$ cat src/taoq_pkg.sv
// ----------------------------------------------------------------------------
// taoq_pkg
// Shared types and constants for the two-class age-ordered queue.
// ----------------------------------------------------------------------------
package taoq_pkg;

    localparam int DEPTH     = 16;
    localparam int TAG_WIDTH = 16;
    localparam int FIELD_TAG_W = 16;

    localparam logic CLASS_DOG = 1'b0;
    localparam logic CLASS_CAT = 1'b1;

    typedef enum logic [1:0] {
        CMD_PUSH    = 2'd0,
        CMD_POP_ANY = 2'd1,
        CMD_POP_DOG = 2'd2,
        CMD_POP_CAT = 2'd3
    } cmd_t;

    typedef enum logic [1:0] {
        ST_OK   = 2'd0,
        ST_FULL = 2'd1,
        ST_NONE = 2'd2
    } status_t;

    typedef struct packed {
        cmd_t                   command;
        logic [FIELD_TAG_W-1:0] item_tag;
        logic                   item_class;
    } item_t;

    typedef struct packed {
        status_t                status;
        logic [FIELD_TAG_W-1:0] removed_tag;
        logic                   removed_class;
    } result_t;

    typedef struct packed {
        logic [TAG_WIDTH-1:0] tag;
        logic                 cls;
    } entry_t;

    typedef struct packed {
        logic   push;
        logic   pop;
        logic   any;
        logic   want;
        entry_t entry;
    } cell_ctrl_t;

endpackage

$ cat src/two_class_age_ordered_queue.sv
// ----------------------------------------------------------------------------
// two_class_age_ordered_queue
// Arrival-ordered queue of tagged entries with pop-oldest-any and
// pop-oldest-of-class commands, built as a row of slot cells.
// ----------------------------------------------------------------------------
// Usage:
//   Drive a command beat on item with start high; it is taken when busy is
//   low. busy stays low, so a command can be issued every cycle.
//   Each command gives one result beat on result, marked by done, in the
//   cycle after the command is taken (throughput 1 per cycle).
//   The cells compare classes and pick the oldest match through a ripple
//   along the row, then close up in the same cycle; that ripple across all
//   DEPTH cells sets the cycle time.
//   A push into a full queue returns status full; a pop with no matching
//   entry returns status none; removed fields are zero unless a pop is ok.
//   The receiver cannot stall: done is high for one cycle per result.
//   Reset empties the queue at once and clears done; no clearing pass.
// ----------------------------------------------------------------------------
module two_class_age_ordered_queue (
    input  logic              clk,
    input  logic              rst_n,
    input  logic              start,
    output logic              busy,
    input  taoq_pkg::item_t   item,
    output logic              done,
    output taoq_pkg::result_t result
);

    localparam int DEPTH = taoq_pkg::DEPTH;

    taoq_pkg::cell_ctrl_t ctrl;
    logic                 valid_w [DEPTH];
    taoq_pkg::entry_t     entry_w [DEPTH];
    logic                 taken_w [DEPTH+1];
    taoq_pkg::entry_t     sel_w   [DEPTH+1];

    logic                 done_reg;
    taoq_pkg::result_t    result_reg;
    taoq_pkg::result_t    result_next;

    assign busy = 1'b0;

    always_comb
    begin
        ctrl.push      = start && (item.command == taoq_pkg::CMD_PUSH);
        ctrl.pop       = start && (item.command != taoq_pkg::CMD_PUSH);
        ctrl.any       = (item.command == taoq_pkg::CMD_POP_ANY);
        ctrl.want      = (item.command == taoq_pkg::CMD_POP_CAT) ?
                         taoq_pkg::CLASS_CAT : taoq_pkg::CLASS_DOG;
        ctrl.entry.tag = taoq_pkg::TAG_WIDTH'(item.item_tag);
        ctrl.entry.cls = item.item_class;
    end

    assign taken_w[0] = 1'b0;
    assign sel_w[0]   = '0;

    for (genvar i = 0; i < DEPTH; i++)
    begin : g_cell
        logic             prev_valid;
        logic             next_valid;
        taoq_pkg::entry_t next_entry;

        if (i == 0)
        begin : g_head
            assign prev_valid = 1'b1;
        end
        else
        begin : g_body
            assign prev_valid = valid_w[i-1];
        end

        if (i == DEPTH - 1)
        begin : g_tail
            assign next_valid = 1'b0;
            assign next_entry = '0;
        end
        else
        begin : g_link
            assign next_valid = valid_w[i+1];
            assign next_entry = entry_w[i+1];
        end

        taoq_cell u_cell (
            .clk        (clk),
            .rst_n      (rst_n),
            .ctrl       (ctrl),
            .prev_valid (prev_valid),
            .taken_in   (taken_w[i]),
            .sel_in     (sel_w[i]),
            .next_valid (next_valid),
            .next_entry (next_entry),
            .valid      (valid_w[i]),
            .entry      (entry_w[i]),
            .taken_out  (taken_w[i+1]),
            .sel_out    (sel_w[i+1])
        );
    end

    always_comb
    begin
        result_next = '0;
        if (item.command == taoq_pkg::CMD_PUSH)
        begin
            result_next.status = valid_w[DEPTH-1] ? taoq_pkg::ST_FULL : taoq_pkg::ST_OK;
        end
        else if (taken_w[DEPTH])
        begin
            result_next.status        = taoq_pkg::ST_OK;
            result_next.removed_tag   = taoq_pkg::FIELD_TAG_W'(sel_w[DEPTH].tag);
            result_next.removed_class = sel_w[DEPTH].cls;
        end
        else
        begin
            result_next.status = taoq_pkg::ST_NONE;
        end
    end

    always_ff @(posedge clk or negedge rst_n)
    begin
        if (!rst_n)
        begin
            done_reg <= 1'b0;
        end
        else
        begin
            done_reg <= start && !busy;
        end
    end

    always_ff @(posedge clk)
    begin
        if (start && !busy)
        begin
            result_reg <= result_next;
        end
    end

    assign done   = done_reg;
    assign result = result_reg;

endmodule

$ cat src/taoq_cell.sv
// ----------------------------------------------------------------------------
// taoq_cell
// One queue slot: holds an entry, flags a class match, and closes up from
// its younger neighbor when an older or same-position entry is removed.
// ----------------------------------------------------------------------------
module taoq_cell (
    input  logic                clk,
    input  logic                rst_n,
    input  taoq_pkg::cell_ctrl_t ctrl,
    input  logic                prev_valid,
    input  logic                taken_in,
    input  taoq_pkg::entry_t    sel_in,
    input  logic                next_valid,
    input  taoq_pkg::entry_t    next_entry,
    output logic                valid,
    output taoq_pkg::entry_t    entry,
    output logic                taken_out,
    output taoq_pkg::entry_t    sel_out
);

    logic             valid_reg;
    logic             valid_next;
    taoq_pkg::entry_t entry_reg;
    taoq_pkg::entry_t entry_next;
    logic             match;
    logic             hit;
    logic             slot;

    always_comb
    begin
        match     = valid_reg & (ctrl.any | (entry_reg.cls == ctrl.want));
        hit       = match & ~taken_in;
        taken_out = taken_in | match;
        sel_out   = hit ? entry_reg : sel_in;
        slot      = ~valid_reg & prev_valid;

        valid_next = valid_reg;
        entry_next = entry_reg;
        if (ctrl.push && slot)
        begin
            valid_next = 1'b1;
            entry_next = ctrl.entry;
        end
        else if (ctrl.pop && taken_out)
        begin
            valid_next = next_valid;
            entry_next = next_entry;
        end
    end

    always_ff @(posedge clk or negedge rst_n)
    begin
        if (!rst_n)
        begin
            valid_reg <= 1'b0;
        end
        else
        begin
            valid_reg <= valid_next;
        end
    end

    always_ff @(posedge clk)
    begin
        entry_reg <= entry_next;
    end

    assign valid = valid_reg;
    assign entry = entry_reg;

endmodule

$ cat config.mk
export PLATFORM = sky130hd
export DESIGN_NAME = two_class_age_ordered_queue
export DESIGN_NICKNAME = d
export VERILOG_FILES = /design/src/taoq_pkg.sv /design/src/two_class_age_ordered_queue.sv /design/src/taoq_cell.sv
export SDC_FILE = /design/constraint.sdc
export NUM_CORES = 1
export LEC_CHECK = 0
export BUFFER_PORTS_ARGS = -buffer_cell sky130_fd_sc_hd__buf_2
export CORE_MARGIN = 2
export CORE_UTILIZATION = 35
export CTS_CLUSTER_DIAMETER = 100
export DETAILED_ROUTE_END_ITERATION = 16
export GPL_TIMING_DRIVEN = 0
export SYNTH_ARGS = -nofsm -noshare
export SYNTH_HDL_FRONTEND = slang
export SYNTH_SLANG_ARGS = --single-unit
$ cat constraint.sdc
create_clock -name clk -period 6.1 [get_ports clk]
set_clock_uncertainty 0.15 [all_clocks]
set_input_delay 0 -clock clk [delete_from_list [all_inputs] [get_ports clk]]
set_output_delay 0 -clock clk [all_outputs]
set_load 0.05 [all_outputs]
==> flow_summary.json <==
{
  "grt_max_degree": 26,
  "arrival_ps": 4120,
  "grt-ovfl-total": 0,
  "wl_um": 46290,
  "clock_latency_ps": 530,
  "drt_iter0_markers": 1004,
  "place_hpwl_um": 34410,
  "die-area_mm2": 0.04696,
  "crit_type": "flop to flop",
  "rows": 77,
  "place_congestion": 0.8789,
  "powerDensity_mw_per_mm2": 436.4,
  "max_freq_ghz": 0.2375,
  "post_dp_cell_area_mm2": 0.01687,
  "cts_tree": "yes",
  "r2r_cells": 9,
  "cp_max_fo": 17,
  "dr.pass1.iters": 5,
  "grt_pass1_vias": 11320,
  "ir_drop_uv": 171.4,
  "final_nets": 1337,
  "synth.distinct_cells": 63,
  "leakagePower_uw": 0.006364,
  "synthArstFlopShare_pct": 5.519,
  "yosys_warnings": 0,
  "antenna_cells": 0,
  "synth.area.mux_share_pct": 18.58,
  "die_w_um": 216.7,
  "postCtsSetupRepairBufs": 0,
  "core_mm2": 0.04441,
  "endpoint_kind": "flop",
  "initial_core_util_pct": 35.65,
  "hold_end": "g_cell[4].u_cell.valid$_DFFE_PN0P_",
  "combPwrFrac_pct": 30.7,
  "synthAdderAreaFrac_pct": 0,
  "p_clk_share_pct": 27.0,
  "slew_violations": 0,
  "drive_above_1_share_pct": 30.13,
  "ant_nets": 0,
  "htree_levels": 2,
  "finalSetupTns_ps": 0,
  "track_usage_pct": 19.51,
  "rsz0062_at_grt": "false",
  "synth_edf_count": 291,
  "r2r_end": "g_cell[12].u_cell.entry[12]$_DFFE_PP_",
  "hold_viol_final": 0,
  "finalCritPeriodShare_pct": 69.03,
  "largest_register_ffs": 272,
  "tightest_slew_ps": 1245,
  "min_path_cells": 5,
  "swShare_pct": 34.85,
  "reg2reg_slack_ps": 1890,
  "synth_ff_type": "edfxtp_1",
  "intPower_uw": 5182,
  "yosysSeqAreaShare_pct": 57.87,
  "syn-cell-area_mm2": 0.01584,
  "io_buffer_count": 39,
  "r2r-start": "g_cell[0].u_cell.valid$_DFFE_PN0P_",
  "grt_pass1_wl_um": 69990,
  "cap_violations": 0,
  "synth_area_per_cell_um2": 13.05,
  "antenna_found_initial": 0,
  "stdcell_area_mm2": 0.01823,
  "ctsResizeCount": 0,
  "vias_per_cell": 5.735,
  "hold_start": "item[17]",
  "drc_errors": 0,
  "cts-root-buf": "clkbuf_16",
  "worstPathRequired_ps": 6010,
  "numCtsBuffers": 35,
  "clk_path_buf_depth": 3,
  "synthXorXnorAreaFrac_pct": 0,
  "via_count": 11090,
  "synth_top_family_by_area": "multiplexers",
  "final_util_pct": 41.04,
  "start_kind": "flop",
  "finalCriticalPeriod_ps": 4211,
  "slew_headroom_pct": 16.33,
  "wl_per_cell_um": 23.95,
  "syn_nets": 1235,
  "p_sw_uw": 2772,
  "whs_ps": 248.3,
  "ys_ff_latch": 308,
  "path_clk_slew_ps": 60,
  "netlist_instances": 1213,
  "outcome": "completed",
  "hold_class": "input pin to flop",
  "area_growth_pct": 15.10,
  "synth-compound-area-share_pct": 12.25,
  "ios": 43,
  "setup_viol": 0,
  "die_y_um": 216.7,
  "p_seq_share_pct": 42.2,
  "yosys.area_share.simple_pct": 8.739,
  "cts_sinks": 308
}
kinds of logic after synthesis:
| kind of cell | Yosys count |
|---|---|
| flops | 308 |
| compound gates | 281 |
| simple gates | 265 |
| mux | 262 |
| buf+inv | 96 |
| other cells | 1 |
what timing repair did:
item,4_1_cts,5_1_grt
hold buffers,21,0
hold endpoints to repair,141,0
setup endpoints to repair,0,0
area by class of cell:
cell class | instances | area (um^2)
plain buffers | 90 | 380.4
clock buffers | 42 | 944.7
clock inverters | 21 | 198.9
fillers | 4122 | 26190
inverters | 6 | 22.52
multi-input cells | 809 | 6305
flip-flops and latches | 308 | 9164
well taps | 592 | 740.7
repair buffers | 65 | 470.5
per-stage QoR:
step                      std cells  worst slack (ps)  power (uW)
after CTS                      1932              1963        7982
after global routing           1933              1723        8302
after floorplan                1213              2830        4924
after detailed placement       1848              1419        5825
final                          1933              1889        7954
after global placement         1844              1194        5760
synth_stat cells (all sizes together) (2+ instances only):
cell type  number  area, um^2
a2111oi         2       17.52
a211oi          4       30.03
a21oi          43       219.0
a221o           4       40.04
a221oi         29       254.0
a22o            5       43.79
a22oi          44       330.3
a31oi          10       62.56
a32oi           4       35.03
and2           25       158.9
and3            7       43.79
buf            33       166.4
clkbuf         57       214.0
dfrtp          17       425.4
edfxtp        291        8738
inv             6       22.52
mux2          255        2872
mux2i           7       70.07
nand2          87       326.6
nand2b         21       131.4
nand3          26       140.1
nand3b         11       82.58
nand4           3       18.77
nor2           42       157.7
nor2b          10       62.56
nor3           12       70.07
nor3b           2       20.02
nor4            8       101.3
o211a           9       90.09
o211ai         21       157.7
o21ai          71       355.3
o221a           8       90.09
o221ai          2       17.52
o22ai           8       50.05
o311a           2       20.02
o311ai          2       17.52
o31ai           2       15.01
or2             2       12.52
or3             8       50.05
metal layers:
metal  part of all wire, %  global-route usage (%)  routed length (um)  up-vias
li1                      -                       -                   -     4981
met1                    45                   26.58               20600     5675
met2                    48                   32.23               22220      356
met3                   4.9                   2.582                2246       73
met4                   2.6                   6.210                1213        0
met5                     0                       0                   0        -
layout by cell type, fill, tap and decap left out, types with 9 or more instances in the layout:
cell	instances
buf_2	59
mux2_2	255
a21oi_1	42
nor2b_1	10
and2_1	24
clkbuf_16	37
edfxtp_1	291
nor3_1	10
nand3b_1	11
o211ai_1	21
nand2b_1	21
clkinv_2	9
dlygate4sd3_1	21
a22oi_1	44
nand2_1	87
a221oi_1	29
dfrtp_1	17
o21ai_0	60
o211a_1	9
buf_1	9
nand3_1	24
clkbuf_1	62
nor2_1	42
a31oi_1	10
power by group through the flow:
stage	clock network, uW	logic, uW	registers, uW
floorplan	0	1450	3480
global route	2270	2620	3420
CTS	2180	2450	3360
detailed placement	0	2430	3400
global placement	0	2360	3400
finish	2150	2450	3360
worst max path at each step:
| stage | endpoint | depth (start not counted) | startpoint | slack [ps] |
|---|---|---|---|---|
| finish | g_cell[12].u_cell.entry[12]$_DFFE_PP_ | 9 | g_cell[0].u_cell.valid$_DFFE_PN0P_ | 1890 |
| floorplan | g_cell[4].u_cell.entry[0]$_DFFE_PP_ | 7 | g_cell[0].u_cell.valid$_DFFE_PN0P_ | 2830 |
| detailed placement | g_cell[15].u_cell.entry[9]$_SDFFCE_PN0P_ | 9 | item[17] | 1420 |
| global placement | g_cell[1].u_cell.entry[10]$_DFFE_PP_ | 9 | item[17] | 1190 |
| CTS | g_cell[13].u_cell.entry[2]$_DFFE_PP_ | 9 | g_cell[0].u_cell.valid$_DFFE_PN0P_ | 1960 |
| global route | g_cell[12].u_cell.entry[12]$_DFFE_PP_ | 9 | g_cell[0].u_cell.valid$_DFFE_PN0P_ | 1720 |
critical path: stages, from the launching register on:
cell and delay [ps]:
dfrtp_1 360, clkbuf_1 190, nor2b_1 170, o21ai_0 350
nand3_2 410, nor2_1 470, buf_2 340, nand3_1 210
o31ai_1 440, nand2_1 620
No activity file was read; power rests on OpenSTA's default activity.
